[config.mk]
export PLATFORM = sky130hd
export DESIGN_NAME = kst_ram
export DESIGN_NICKNAME = d
export VERILOG_FILES = /design/src/rtl/kst_ram.sv
export SDC_FILE = /design/constraint.sdc
export NUM_CORES = 1
export LEC_CHECK = 0
export BUFFER_PORTS_ARGS = -buffer_cell sky130_fd_sc_hd__buf_2
export CELL_PAD_IN_SITES_DETAIL_PLACEMENT = 1
export CELL_PAD_IN_SITES_GLOBAL_PLACEMENT = 1
export CORE_UTILIZATION = 57
export DETAILED_ROUTE_END_ITERATION = 10
export GPL_TIMING_DRIVEN = 0
export HOLD_SLACK_MARGIN = 0.1
export PLACE_DENSITY_LB_ADDON = 0.1
export RECOVER_POWER = 25
export SLEW_MARGIN = 20
export SYNTH_ARGS = -nofsm -noshare
export SYNTH_HDL_FRONTEND = slang
export SYNTH_SLANG_ARGS = --single-unit
[constraint.sdc]
create_clock -name clk -period 2.8 [get_ports clk]
set_input_delay 0.14 -clock clk [delete_from_list [all_inputs] [get_ports clk]]
set_output_delay 0.14 -clock clk [all_outputs]
set_load 0.005 [all_outputs]
[src/rtl/kst_ram.sv]
// Generic simple dual-port RAM: one write port, one read port, registered read.
// No dependencies.
`default_nettype none

module kst_ram #(
	parameter int WIDTH = 8,
	parameter int DEPTH = 16
) (
	input  wire logic                     clk,
	input  wire logic                     we,
	input  wire logic [$clog2(DEPTH)-1:0] waddr,
	input  wire logic [WIDTH-1:0]         wdata,
	input  wire logic [$clog2(DEPTH)-1:0] raddr,
	output logic      [WIDTH-1:0]         rdata
);

	logic [WIDTH-1:0] mem_q [DEPTH];

	always_ff @(posedge clk) begin
		if (we) begin
			mem_q[waddr] <= wdata;
		end
		rdata <= mem_q[raddr];
	end

endmodule

`default_nettype wire

==> impl_metrics.yaml <==
status:
  outcome: "complete, no violations"
synthesis:
  seq_area_frac_synth_pct: 77.8
  synthCells: 229
  ys_ff_latch: 136
  ys_types: 19
  yosys_warnings: 0
  synth_nets: 247
  syn_area_mm2: 0.00515
  avgSynthCellArea_um2: 22.5
die:
  fp.dieH_um: 97.0
  ios: 26
  num_rows: 34
  die_area_mm2: 0.00941
  core_mm2: 0.00872
  start_util_pct: 59.0
  die_width_um: 97.0
drt:
  routed_via_density: 6.17
  topRoutingLayerUsed: "met4"
  wl_met2_mm: 5.32
  drtAntennaViolNets: 0
  dr.pass1.iters: 4
  wl_per_cell_um: 27.0
  wl_met3_um: 745
  drt_iter0_markers: 198
  drt-total-wl_mm: 10.8
  drc: 0
  wl_met1_mm: 4.53
  via_count: 2480
grt:
  grt_usage_pct: 25.5
  grt_pass1_wl_mm: 16.2
  grt-ovfl-total: 0
  grt_max_degree: 17
  first_global_vias: 2652
  antenna_found_initial: 0
clocking:
  cts_tree: "built"
  cts_root_buffer: "clkbuf_8"
  ctsHtreeMaxLevel: 4
  cts.path.max_buffers: 2
  cts_sinks: 136
  clk_pin_slew_worst_paths_ns: 0.06
  cts_resized: 0
  cts_buffers: 17
  clk_latency_ns: 0.51
final_layout:
  drive_gt1_share_pct: 27.6
  insertedDiodeCount: 0
  register_area_mm2: 0.00400
  fillCellCount: 687
  layout_common_cells: "128 x edfxtp_1, 22 x buf_2, 18 x mux4_2, 16 x a22oi_1, 16 x clkbuf_16"
  nets: 299
  final_common_cell: "edfxtp_1"
  area_growth_pct: 18.6
  multi_input_area_mm2: 0.00108
critical_path:
  start_kind: "input pin"
  crit_required_ns: 3.19
  cp_max_fo: 10
  critPathKind: "in2reg"
  worstPathCellList: "dlygate4sd3_1 > buf_2 > buf_2 > mux4_2 > a22oi_1 > nand2_1"
  crit_slowest_cell: "dlygate4sd3_1"
  crit_top_cell: "buf_2"
  worstPathArrival_ns: 1.99
  endpoint_kind: "flop"
  slowest_delay_ns: 0.54
worst_hold_path:
  hp-class: "in2reg"
timing:
  fin_tns_setup_ns: 0
  finClkSkew_ns: 0.00609
  period_needed_ns: 1.60
  finalCritPeriodShare_pct: 57.2
  worst_pin_slew_ns: 0.840
  slew_headroom_pct: 43.8
  rsz0062_at_grt: "no"
  setup_viol: 0
  slew_viol_final: 0
  whs_ns: 0.134
  hold_violations: 0
  fmax_ghz: 0.625
placement:
  gp_congestion: 0.705
  dp_hpwl_mm: 6.40
  io_buffers: 24
power:
  power_frac_seq_pct: 48.0
  leakage_nw: 2.05
  intPower_mw: 3.82
  powerDensity_mw_per_mm2: 780
  p_sw_mw: 0.947
  peakVddDrop_mv: 0.431
  switching_share_pct: 19.9
  pwr-share-comb_pct: 4.8
  clock_power_share_pct: 47.1
job:
  cap_violations: 0
==> sequential cells by signal (all words and copies together), names as in the netlist <==
register,flops
mem_q,128
rdata,8
==> cell families after synthesis <==
group / count (synthesis) / share of synthesized area (%)
compound gates: 16 / 2.33
buf+inv: 10 / 1.68
flops: 136 / 77.8
mux: 32 / 15.0
simple gates: 35 / 3.18
==> final timing paths <==
path / start / endpoint / slack, ns / cells past startpoint
setup / recovery: raddr[1] / rdata[0] / 1.20 / 6
hold / removal: raddr[0] / rdata[0] / 0.13 / 4
setup reg to reg: mem_q[11][0] / rdata[0] / 1.31 / 3
hold reg to reg: mem_q[8][1] / rdata[1] / 0.71 / 3
==> routing by layer <==
metal / global-route usage (%) / vias up
met5: 0 / -
met4: 10.2 / 0
met3: 6.50 / 18
met2: 38.7 / 99
met1: 36.1 / 1282
li1: - / 1081
==> metrics by stage <==
| step | worst slack, ns | std cells | cell area [um^2] | utilization [%] | power (mW) |
|---|---|---|---|---|---|
| after detailed placement | 0.957 | 361 | 5420 | 62.2 | 2.55 |
| after global routing | 1.16 | 402 | 6110 | 70.0 | 4.88 |
| final | 1.20 | 402 | 6110 | 70.0 | 4.77 |
| after global placement | 0.609 | 361 | 5400 | 62.0 | 2.54 |
| after floorplan | 1.17 | 229 | 5150 | - | 2.44 |
| after CTS | 1.26 | 402 | 6110 | 70.1 | 4.79 |
==> power by group through the flow <==
stage	combinational [mW]	sequential [mW]	clock [mW]
3_5_place_dp	0.220	2.33	0
6_report	0.231	2.29	2.25
2_1_floorplan	0.116	2.33	0
5_1_grt	0.248	2.29	2.34
3_3_place_gp	0.211	2.33	0
4_1_cts	0.233	2.29	2.27
==> worst max-delay path, delay by kind of cell <==
family	cells	cell delay, ns
buf+inv	3	1.01
mux	1	0.39
compound gates	1	0.35
simple gates	1	0.08
==> area by class of cell <==
class | instances | area share, %
Buffer | 10 | 1.41
Clock buffer | 20 | 6.97
Clock inverter | 12 | 2.87
Multi-Input combinational cell | 83 | 17.6
Sequential cell | 136 | 65.6
Tap cell | 108 | 2.21
Timing Repair Buffer | 33 | 3.34
==> Yosys cell counts <==
| master | instances | area, um^2 |
|---|---|---|
| a22oi_1 | 16 | 120 |
| and2_1 | 1 | 6.26 |
| and2b_1 | 1 | 7.51 |
| buf_2 | 3 | 15.0 |
| buf_4 | 1 | 7.51 |
| buf_6 | 3 | 33.8 |
| clkdlybuf4s25_2 | 3 | 30.0 |
| dfxtp_1 | 8 | 160 |
| edfxtp_1 | 128 | 3840 |
| mux4_1 | 14 | 368 |
| mux4_2 | 18 | 405 |
| nand2_1 | 9 | 33.8 |
| nand2b_1 | 2 | 12.5 |
| nand3_1 | 1 | 5.00 |
| nand3b_1 | 2 | 15.0 |
| nor2_1 | 13 | 48.8 |
| nor2b_1 | 1 | 6.26 |
| nor3_1 | 4 | 20.0 |
| or3b_2 | 1 | 8.76 |
==> timing repair <==
| action | 4_1_cts | 5_1_grt |
|---|---|---|
| hold buffers | 9 | 0 |
| endpoints found under the hold margin | 129 | 0 |
| buffers inserted | 0 | 0 |
Power figures use the tool's default switching activity.
