## src/rtl/kst_pkg.sv

```systemverilog
// Shared types and constants for the keyed slot table.
// Command and result transaction structs, status, command and grade codes, FSM states.
// No dependencies.
`default_nettype none

package kst_pkg;

	localparam int STAT_BITS   = 7;
	localparam int STAT_FIELDS = 6;
	localparam int STATS_W     = STAT_BITS * STAT_FIELDS;
	localparam int KEY_W       = 16;

	localparam logic [STAT_BITS-1:0] STAT_MAX = 7'd99;

	// Grade thresholds on the sum: six times 20/40/60/80
	localparam logic [9:0] GRADE_C_SUM = 10'd120;
	localparam logic [9:0] GRADE_B_SUM = 10'd240;
	localparam logic [9:0] GRADE_A_SUM = 10'd360;
	localparam logic [9:0] GRADE_S_SUM = 10'd480;

	typedef enum logic [1:0] {
		CMD_INSERT = 2'd0,
		CMD_DELETE = 2'd1,
		CMD_LOOKUP = 2'd2,
		CMD_EDIT   = 2'd3
	} kst_cmd_t;

	typedef enum logic [2:0] {
		ST_OK        = 3'd0,
		ST_NOT_FOUND = 3'd1,
		ST_FULL      = 3'd2,
		ST_TAKEN     = 3'd3,
		ST_BAD_SLOT  = 3'd4,
		ST_DUP_KEY   = 3'd5,
		ST_BAD_STAT  = 3'd6
	} kst_status_t;

	typedef enum logic [2:0] {
		GRADE_D = 3'd0,
		GRADE_C = 3'd1,
		GRADE_B = 3'd2,
		GRADE_A = 3'd3,
		GRADE_S = 3'd4
	} kst_grade_t;

	typedef enum logic [2:0] {
		FSM_CLEAR,
		FSM_IDLE,
		FSM_SCAN,
		FSM_DECIDE,
		FSM_SUM
	} kst_state_t;

	typedef struct packed {
		logic [1:0]           command;
		logic [KEY_W-1:0]     key;
		logic [7:0]           slot_choice;
		logic [STAT_BITS-1:0] stat_a;
		logic [STAT_BITS-1:0] stat_b;
		logic [STAT_BITS-1:0] stat_c;
		logic [STAT_BITS-1:0] stat_d;
		logic [STAT_BITS-1:0] stat_e;
		logic [STAT_BITS-1:0] stat_f;
	} kst_item_t;

	typedef struct packed {
		logic [2:0] status;
		logic [7:0] slot_number;
		logic [7:0] occupied_count;
		logic [9:0] stat_sum;
		logic [2:0] power_grade;
	} kst_result_t;

	typedef struct packed {
		logic       done;
		logic [9:0] sum;
		logic [2:0] grade;
	} kst_sum_res_t;

endpackage

`default_nettype wire

```

## src/rtl/kst_sum.sv

```systemverilog
// Iterative stat summer: one shared adder takes one 7-bit stat per cycle,
// then the grade is read off the sum. Depends on kst_pkg.
`default_nettype none

module kst_sum (
	input  wire logic                        clk,
	input  wire logic                        arst_n,
	input  wire logic                        start,
	input  wire logic [kst_pkg::STATS_W-1:0] stats,
	output kst_pkg::kst_sum_res_t            res
);

	logic                        run_q;
	logic                        done_q;
	logic [2:0]                  step_q;
	logic [9:0]                  acc_q;
	logic [kst_pkg::STATS_W-1:0] sh_q;
	logic [2:0]                  grade;

	always_ff @(posedge clk or negedge arst_n) begin
		if (!arst_n) begin
			run_q  <= 1'b0;
			done_q <= 1'b0;
			step_q <= '0;
		end else begin
			done_q <= 1'b0;
			if (start) begin
				run_q  <= 1'b1;
				step_q <= '0;
			end else if (run_q) begin
				step_q <= step_q + 3'd1;
				if (step_q == 3'(kst_pkg::STAT_FIELDS - 1)) begin
					run_q  <= 1'b0;
					done_q <= 1'b1;
				end
			end
		end
	end

	always_ff @(posedge clk) begin
		if (start) begin
			acc_q <= '0;
			sh_q  <= stats;
		end else if (run_q) begin
			acc_q <= acc_q + 10'(sh_q[kst_pkg::STAT_BITS-1:0]);
			sh_q  <= sh_q >> kst_pkg::STAT_BITS;
		end
	end

	always_comb begin
		priority if (acc_q < kst_pkg::GRADE_C_SUM) grade = kst_pkg::GRADE_D;
		else if (acc_q < kst_pkg::GRADE_B_SUM) grade = kst_pkg::GRADE_C;
		else if (acc_q < kst_pkg::GRADE_A_SUM) grade = kst_pkg::GRADE_B;
		else if (acc_q < kst_pkg::GRADE_S_SUM) grade = kst_pkg::GRADE_A;
		else grade = kst_pkg::GRADE_S;
	end

	assign res.done  = done_q;
	assign res.sum   = acc_q;
	assign res.grade = grade;

endmodule

`default_nettype wire

```

## config.mk

```make
export PLATFORM = sky130hd
export DESIGN_NAME = kst_sum
export DESIGN_NICKNAME = d
export VERILOG_FILES = /design/src/rtl/kst_pkg.sv /design/src/rtl/kst_sum.sv
export SDC_FILE = /design/constraint.sdc
export NUM_CORES = 1
export LEC_CHECK = 0
export BUFFER_PORTS_ARGS = -buffer_cell sky130_fd_sc_hd__buf_2
export CAP_MARGIN = 30
export CORE_UTILIZATION = 38
export DETAILED_ROUTE_END_ITERATION = 8
export GPL_TIMING_DRIVEN = 0
export SYNTH_ARGS = -nofsm -noshare
export SYNTH_HDL_FRONTEND = slang
export SYNTH_SLANG_ARGS = --single-unit
```

## constraint.sdc

```tcl
create_clock -name clk -period 2.5 [get_ports clk]
set_input_delay 0.5 -clock clk [delete_from_list [all_inputs] [get_ports clk]]
set_output_delay 0.5 -clock clk [all_outputs]
set_load 0.02 [all_outputs]
```

==> results.sh, run 1 <==
export IMPL_num_fill_cells=621
export IMPL_p_int_mw=1.97
export IMPL_post_dp_cell_area_mm2=0.00316
export IMPL_slowest_stage="fa_1"
export IMPL_yosysSeqAreaShare=0.581
export IMPL_power_density_mw_per_mm2=849
export IMPL_leakage_nw=1.41
export IMPL_worstPathCellList="ha_1 -> inv_1 -> fa_1 -> nor2b_1 -> o31ai_1 -> a211oi_1 -> mux2_2"
export IMPL_endpoint_kind="flop"
export IMPL_ff_latch_area_mm2=0.00159
export IMPL_cts_tree="built"
export IMPL_cts_root_buf="clkbuf_8"
export IMPL_tightest_slew_ns=0.603
export IMPL_io_buffers=57
export IMPL_slew_limit_headroom=0.598
export IMPL_gp_congestion=0.821
export IMPL_critPathKind="flop to flop"
export IMPL_ioPinCount=59
export IMPL_cts_buffer_depth=2
export IMPL_clock_sinks=57
export IMPL_rsz0062_at_grt="no"
export IMPL_synth_seq_cells=57
export IMPL_coreArea_mm2=0.00687
export IMPL_cp_top_family="adder cells"
export IMPL_peakVddDrop_uv=416
export IMPL_vias=1832
export IMPL_worstPathRequired_ns=2.72
export IMPL_syn_area_mm2=0.00273
export IMPL_synth_fp_nets=260
export IMPL_critPathArrivalTime_ns=2.28
export IMPL_chipWidth_um=86.8
export IMPL_cp_slowest_stage_delay_ns=0.40
export IMPL_fp_dieH_um=86.8
export IMPL_grt_pass1_vias=1732
export IMPL_yosysUniqueCellTypes=48
export IMPL_grt_overflow=0
export IMPL_synth_ff_type="edfxtp_1"
export IMPL_path_buf_inv=1
export IMPL_clk_pin_slew_ns=0.07
export IMPL_worstPathMaxFanout=3
export IMPL_detail_route_wl_per_cell_um=13.4
export IMPL_layout_drive_gt1_share=0.400
export IMPL_design_area_mm2=0.00335
export IMPL_synth_edf_count=42
export IMPL_fmax_ghz=0.487
export IMPL_outcome="finished, final reports clean"
export IMPL_grt_total_usage=0.150
export IMPL_fp_row_count=30
export IMPL_cts_resized_gates=0
export IMPL_ys_warn_count=0
export IMPL_initial_core_util=0.398
export IMPL_insertedDiodeCount=0
export IMPL_first_pass_iters=4
export IMPL_p_switching_mw=0.880
export IMPL_grt_pass1_wl_um=8260
export IMPL_synth_area_per_cell_um2=13.3
export IMPL_hold_viol=0
export IMPL_swShare=0.309
export IMPL_drc_errors=0
export IMPL_cts_setup_buffers=0
export IMPL_start_kind="flop"
export IMPL_viasPerCell=4.87
export IMPL_fin_skew_ns=0.00598
export IMPL_grt_max_degree=32
export IMPL_drv_slew=0
export IMPL_maxCapViolations=0
export IMPL_h_tree_depth=3
export IMPL_numCtsBuffers=9
export IMPL_fin_crit_ns=2.06
export IMPL_routed_wl_um=5020
export IMPL_synth_async_reset_ratio=0.0877
export IMPL_drt_initial_drc_count=50
export IMPL_syn_inst=205
export IMPL_area_growth_pct=22.8
export IMPL_min_period_over_period=0.822
export IMPL_pwr_share_clk=0.290
export IMPL_seqPwrFrac=0.444
export IMPL_antenna_found_initial=0
export IMPL_clock_latency_ns=0.33
export IMPL_multi_input_area_mm2=0.00107
export IMPL_final_nets=330
export IMPL_fin_setup_tns_ns=0
export IMPL_setup_violations=0
export IMPL_fp_dieArea_mm2=0.00753
export IMPL_p_comb_frac=0.266
export IMPL_layout_commonest_cell="buf_2"
export IMPL_layout_common_cells="57 x buf_2, 42 x edfxtp_1, 36 x mux2_2"
export IMPL_min_path_type="input port to flop"
export IMPL_dp_hpwl_um=3600
export IMPL_drtAntennaViolNets=0
## layout make-up
type | instances | area share
inverter | 9 | 0.0101
tap | 96 | 0.0358
timing repair buffer | 59 | 0.0940
multi-input combinational | 130 | 0.320
sequential | 57 | 0.473
clock buffer | 11 | 0.0392
clock inverter | 5 | 0.0168
buffer | 9 | 0.0112
## Yosys cell counts, drive strengths merged (2+ instances only)
cell    instances  area share
edfxtp         42        0.46
mux2           36        0.15
nor2           14       0.019
dfxtp          10       0.073
ha              9       0.041
inv             9       0.012
and2            7       0.016
nand2           7      0.0096
a211oi          6       0.016
a21oi           5      0.0092
buf             5      0.0082
dfrtp           5       0.046
clkbuf          4      0.0055
o21ai           4      0.0073
nor2b           3      0.0069
o21a            3      0.0082
a21o            2      0.0055
and3            2      0.0050
mux2i           2      0.0073
nor3b           2      0.0055
o211ai          2      0.0055
o31ai           2      0.0055
xnor2           2      0.0064
## registers in the layout, summed over array words and instances, names as in the netlist
register,flops
run_q,1
step_q,3
sh_q,42
done_q,1
acc_q,10
## worst reg2reg max path, stage by stage (launching register included)
cell and delay, ns:
dfxtp_1 0.35, ha_1 0.20, inv_1 0.06, fa_1 0.40, nor2b_1 0.24, o31ai_1 0.11, a211oi_1 0.24, mux2_2 0.36
## routing by layer
layer / share of wire / GRT usage / up-vias
met5: 0 / 0 / -
met4: 0.013 / 0.0545 / 0
met3: 0.080 / 0.0743 / 7
met2: 0.47 / 0.233 / 61
met1: 0.44 / 0.178 / 856
li1: - / - / 908
## per-stage QoR
stage | hold WS, ns | cells | setup slack, ns | util | power, mW
finish | 0.444 | 376 | 0.445 | 0.488 | 2.85
CTS | 0.426 | 376 | 0.407 | 0.488 | 2.87
detailed placement | 0.340 | 359 | 0.371 | 0.460 | 2.04
global route | 0.425 | 376 | 0.296 | 0.488 | 3.01
global placement | 0.334 | 358 | 0.0273 | 0.457 | 2.02
floorplan | 0.204 | 205 | 0.480 | - | 1.82
## worst paths after layout
kind | start | end | slack (ns) | depth (start not counted)
worst min register to register | acc_q[1] | acc_q[1] | 0.52 | 2
worst min-delay path | stats[39] | sh_q[39] | 0.44 | 2
max in group asynchronous | arst_n | run_q | 1.83 | 2
worst max register to register | acc_q[0] | acc_q[8] | 0.44 | 7
min in group asynchronous | arst_n | done_q | 0.52 | 2
worst max-delay path | acc_q[0] | acc_q[8] | 0.44 | 7
## cell families after synthesis
group                    share of synthesized area
AO/OA/AOI/OAI                               0.0939
XOR/XNOR                                   0.00962
adder cells (fa/ha/maj)                     0.0522
buffers and inverters                       0.0261
flip-flops                                   0.581
multiplexers                                 0.156
AND/OR/NAND/NOR                             0.0815
## what timing repair did
item,in CTS,in global routing
hold buffers,1,0
endpoints found under the hold margin,5,0
setup endpoints to repair,0,0
## power groups by stage
stage | logic, mW | clock network, mW | registers [mW]
finish | 0.758 | 0.825 | 1.26
global route | 0.839 | 0.894 | 1.28
CTS | 0.760 | 0.852 | 1.26
detailed placement | 0.755 | 0 | 1.28
global placement | 0.744 | 0 | 1.28
floorplan | 0.501 | 0 | 1.32
Power figures use the tool's default switching activity.
==> inputs of run 2 (changes only) <==
==> constraint.sdc (replaced) <==
create_clock -name clk -period 1.7 [get_ports clk]
set_input_delay 0.34 -clock clk [delete_from_list [all_inputs] [get_ports clk]]
set_output_delay 0.34 -clock clk [all_outputs]
set_load 0.02 [all_outputs]
==> results.sh, run 2 (synthesized netlist as in run 1, its figures left out) <==
export IMPL_antenna_found_initial=0
export IMPL_chipWidth_um=86.8
export IMPL_drt_initial_drc_count=71
export IMPL_rsz0062_at_grt="yes"
export IMPL_slew_limit_headroom=0.597
export IMPL_drv_slew=0
export IMPL_h_tree_depth=3
export IMPL_slowest_stage="fa_2"
export IMPL_clock_latency_ns=0.34
export IMPL_dp_hpwl_um=3560
export IMPL_rr_worst_depth=7
export IMPL_grt_pass1_vias=1783
export IMPL_min_period_over_period=1.08
export IMPL_regMostFlops="sh_q"
export IMPL_coreArea_mm2=0.00687
export IMPL_cts_buffer_depth=2
export IMPL_layout_common_cells="56 x buf_2, 42 x edfxtp_1, 35 x mux2_2"
export IMPL_top_regs="sh_q x42, acc_q x10, step_q x3"
export IMPL_grt_busiest_layer="met2"
export IMPL_use_met2=0.251
export IMPL_io_buffers=57
export IMPL_setup_ws_ns=-0.132
export IMPL_first_pass_iters=4
export IMPL_dp_cells=358
export IMPL_clock_sinks=57
export IMPL_maxCapViolations=0
export IMPL_cp_slowest_stage_delay_ns=0.38
export IMPL_layout_drive_gt1_share=0.484
export IMPL_cts_tree="built"
export IMPL_r2r_slack_ns=-0.13
export IMPL_met1_usage=0.188
export IMPL_numCtsBuffers=9
export IMPL_outcome="complete, but fails checks"
export IMPL_start_kind="flop"
export IMPL_final_nets=335
export IMPL_leakage_nw=1.44
export IMPL_violations="negative setup slack"
export IMPL_design_area_mm2=0.00354
export IMPL_use_met3=0.0571
export IMPL_setup_violations=5
export IMPL_hold_viol=0
export IMPL_area_growth_pct=29.5
export IMPL_r2r_start="sh_q[0]"
export IMPL_largest_register_ffs=42
export IMPL_tightest_slew_ns=0.605
export IMPL_grt_overflow=0
export IMPL_fmax_ghz=0.546
export IMPL_gp_congestion=0.783
export IMPL_insertedDiodeCount=0
export IMPL_critPathArrivalTime_ns=2.06
export IMPL_post_dp_cell_area_mm2=0.00317
export IMPL_clk_pin_slew_ns=0.07
export IMPL_grt_pass1_wl_um=8660
export IMPL_final_util=0.515
export IMPL_total_power_mw=4.66
export IMPL_holdWs_ns=0.277
export IMPL_ioPinCount=59
export IMPL_fp_dieArea_mm2=0.00753
export IMPL_fin_setup_tns_ns=-0.348
export IMPL_min_to="sh_q[39]"
export IMPL_hold_depth=2
export IMPL_cts_root_buf="clkbuf_8"
export IMPL_min_path_type="input port to flop"
export IMPL_detail_route_wl_per_cell_um=14.1
export IMPL_routed_wl_um=5360
export IMPL_viasPerCell=4.83
export IMPL_grt_max_degree=44
export IMPL_peakVddDrop_uv=580
export IMPL_worstPathCellList="ha_4 -> inv_2 -> fa_2 -> nor2b_4 -> o31ai_2 -> a211oi_2 -> mux2_4"
export IMPL_worstPathRequired_ns=1.92
export IMPL_fin_cells=381
export IMPL_drc_errors=0
export IMPL_fin_crit_ns=1.83
export IMPL_fp_dieH_um=86.8
export IMPL_power_density_mw_per_mm2=1320
export IMPL_fin_skew_ns=0.00781
export IMPL_hp_start="stats[39]"
export IMPL_drtAntennaViolNets=0
export IMPL_endpoint_kind="flop"
export IMPL_critPathKind="flop to flop"
export IMPL_layout_commonest_cell="buf_2"
export IMPL_vias=1842
export IMPL_grt_total_usage=0.159
export IMPL_pre_cts_ws_ns=-0.320
export IMPL_worstPathMaxFanout=3
export IMPL_reg2reg_to="acc_q[8]"
export IMPL_initial_core_util=0.398
export IMPL_fp_row_count=30
==> run 2: worst max-delay path by stage <==
stage,startpoint,end,slack (ns),depth (start not counted)
6_report,sh_q[0],acc_q[8],-0.13,7
3_5_place_dp,start,sh_q[29],-0.32,3
4_1_cts,sh_q[0],acc_q[8],-0.11,7
2_1_floorplan,acc_q[0],acc_q[8],-0.12,7
3_3_place_gp,start,sh_q[21],-0.31,3
5_1_grt,sh_q[0],acc_q[8],-0.19,7
==> run 2: power breakdown <==
group          internal (mW)  switching [mW]
combinational          0.674           0.686
sequential              1.74           0.191
clock                  0.809           0.559
==> run 2: repair_timing <==
item	CTS	global route
hold buffers	1	0
endpoints found under the setup margin	6	51
pin swaps	11	7
setup buffers	6	0
resized for setup	18	5
endpoints found under the hold margin	5	0
==> run 2: per-layer routing <==
layer / share of wire / vias up / routed length, µm
li1: - / 922 / -
met2: 0.46 / 59 / 2480
met1: 0.44 / 852 / 2380
met5: 0 / - / 0
met4: 0.023 / 0 / 122
met3: 0.071 / 9 / 379
==> run 2: final cells by class <==
type,instances,area [µm²]
clock buffer,9,124
inverter,9,33.8
multi-input combinational,130,1180
tap,96,120
buffer,9,37.5
sequential,57,1600
clock inverter,7,85.1
fill,618,3330
timing repair buffer,64,347
==> run 2: critical path, delay by kind of cell (launching register included) <==
kind | cells | cell delay [ns]
flip-flops | 1 | 0.37
multiplexers | 1 | 0.32
buffers and inverters | 1 | 0.04
AND/OR/NAND/NOR | 1 | 0.16
adder cells (fa/ha/maj) | 2 | 0.53
AO/OA/AOI/OAI | 2 | 0.30
==> inputs of run 3 (changes only) <==
==> constraint.sdc (replaced) <==
create_clock -name clk -period 1.7 [get_ports clk]
set_input_delay 0.34 -clock clk [delete_from_list [all_inputs] [get_ports clk]]
set_output_delay 0.34 -clock clk [all_outputs]
set_load 0.005 [all_outputs]
==> results.sh, run 3 (synthesized netlist as in run 1, its figures left out) <==
export IMPL_largest_register_ffs=42
export IMPL_gp_congestion=0.781
export IMPL_vias=1892
export IMPL_final_nets=336
export IMPL_fp_row_count=30
export IMPL_power_density_mw_per_mm2=1260
export IMPL_layout_commonest_cell="buf_2"
export IMPL_leakage_nw=1.45
export IMPL_grt_overflow=0
export IMPL_ioPinCount=59
export IMPL_pre_cts_ws_ns=-0.323
export IMPL_clk_pin_slew_ns=0.07
export IMPL_cts_root_buf="clkbuf_8"
export IMPL_chipWidth_um=86.8
export IMPL_min_period_over_period=1.05
export IMPL_tightest_slew_ns=0.577
export IMPL_area_growth_pct=29.2
export IMPL_endpoint_kind="flop"
export IMPL_critPathArrivalTime_ns=2.00
export IMPL_reg2reg_to="acc_q[8]"
export IMPL_drtAntennaViolNets=0
export IMPL_grt_total_usage=0.164
export IMPL_fp_dieH_um=86.8
export IMPL_numCtsBuffers=9
export IMPL_worstPathRequired_ns=1.91
export IMPL_violations="negative setup slack"
export IMPL_viasPerCell=4.95
export IMPL_worstPathMaxFanout=2
export IMPL_outcome="complete, but fails checks"
export IMPL_fin_crit_ns=1.79
export IMPL_regMostFlops="sh_q"
export IMPL_setup_violations=4
export IMPL_cts_buffer_depth=2
export IMPL_clock_sinks=57
export IMPL_holdWs_ns=0.286
export IMPL_clock_latency_ns=0.33
export IMPL_critPathKind="flop to flop"
export IMPL_fp_dieArea_mm2=0.00753
export IMPL_layout_drive_gt1_share=0.490
export IMPL_rsz0062_at_grt="yes"
export IMPL_fmax_ghz=0.560
export IMPL_min_to="sh_q[40]"
export IMPL_drc_errors=0
export IMPL_top_regs="sh_q x42, acc_q x10, step_q x3"
export IMPL_grt_max_degree=44
export IMPL_hold_viol=0
export IMPL_num_fill_cells=642
export IMPL_peakVddDrop_uv=436
export IMPL_rr_worst_depth=7
export IMPL_cts_tree="built"
export IMPL_slew_limit_headroom=0.616
export IMPL_ff_latch_area_mm2=0.00160
export IMPL_setup_ws_ns=-0.0872
export IMPL_hp_start="stats[40]"
export IMPL_grt_pass1_vias=1963
export IMPL_r2r_start="sh_q[0]"
export IMPL_routed_wl_um=5560
export IMPL_fin_skew_ns=0.00969
export IMPL_insertedDiodeCount=0
export IMPL_antenna_found_initial=0
export IMPL_grt_pass1_wl_um=9230
export IMPL_r2r_slack_ns=-0.09
export IMPL_initial_core_util=0.398
export IMPL_hold_depth=2
export IMPL_drv_slew=0
export IMPL_detail_route_wl_per_cell_um=14.6
export IMPL_maxCapViolations=0
export IMPL_start_kind="flop"
export IMPL_min_path_type="input port to flop"
export IMPL_final_util=0.514
export IMPL_first_pass_iters=5
export IMPL_drt_initial_drc_count=84
export IMPL_io_buffers=57
export IMPL_h_tree_depth=3
export IMPL_multi_input_area_mm2=0.00121
export IMPL_coreArea_mm2=0.00687
export IMPL_layout_common_cells="57 x buf_2, 42 x edfxtp_1, 35 x mux2_2"
export IMPL_dp_hpwl_um=3640
## run 3: through the flow
step | std cells | total power [mW] | setup TNS [ns] | cell area (µm²)
final | 382 | 4.43 | -0.205 | 3530
after global routing | 382 | 4.71 | -0.664 | 3530
after CTS | 381 | 4.37 | -0.317 | 3480
after detailed placement | 358 | 2.91 | -14.74 | 3150
after global placement | 358 | 2.88 | -14.28 | 3150
after floorplan | 205 | 2.58 | -0.106 | 2740
## run 3: routing by layer
metal | wire length [µm] | track usage | up-vias
li1 | - | - | 926
met1 | 2430 | 0.204 | 886
met2 | 2650 | 0.258 | 67
met3 | 372 | 0.0533 | 13
met4 | 112 | 0.0788 | 0
met5 | 0 | 0 | -
## run 3: final cells by class
type	count	share of cell area
clock buffers	10	0.0362
flip-flops and latches	57	0.453
multi-input cells	131	0.343
plain buffers	9	0.0110
clock inverters	6	0.0167
well taps	96	0.0340
inverters	9	0.00957
repair buffers	64	0.0965
## run 3: repair_timing
item | 4_1_cts | 5_1_grt
endpoints found under the hold margin | 5 | 0
pin swaps | 10 | 2
setup buffers | 6 | 0
setup endpoints to repair | 6 | 51
gates cloned | 0 | 1
resized for setup | 15 | 12
hold buffers | 1 | 0
## run 3: worst max-delay path by stage
stage | start | endpoint | slack (ns) | cells past startpoint
after global placement | start | sh_q[21] | -0.32 | 3
after floorplan | acc_q[0] | acc_q[8] | -0.11 | 7
final | sh_q[0] | acc_q[8] | -0.09 | 7
after global routing | sh_q[0] | acc_q[8] | -0.17 | 7
after CTS | sh_q[0] | acc_q[8] | -0.13 | 7
after detailed placement | start | sh_q[35] | -0.32 | 3
## run 3: power breakdown
part / switching (mW) / internal [mW] / total [mW]
clock network: 0.541 / 0.669 / 1.21
registers: 0.180 / 1.73 / 1.91
logic: 0.599 / 0.717 / 1.32
## run 3: critical path, stage by stage (launching register included)
cell and delay [ns]:
edfxtp_1 0.37, ha_4 0.14, inv_2 0.03, fa_2 0.36, nor2b_4 0.15, o31ai_2 0.07, a211oi_2 0.23, mux2_4 0.32
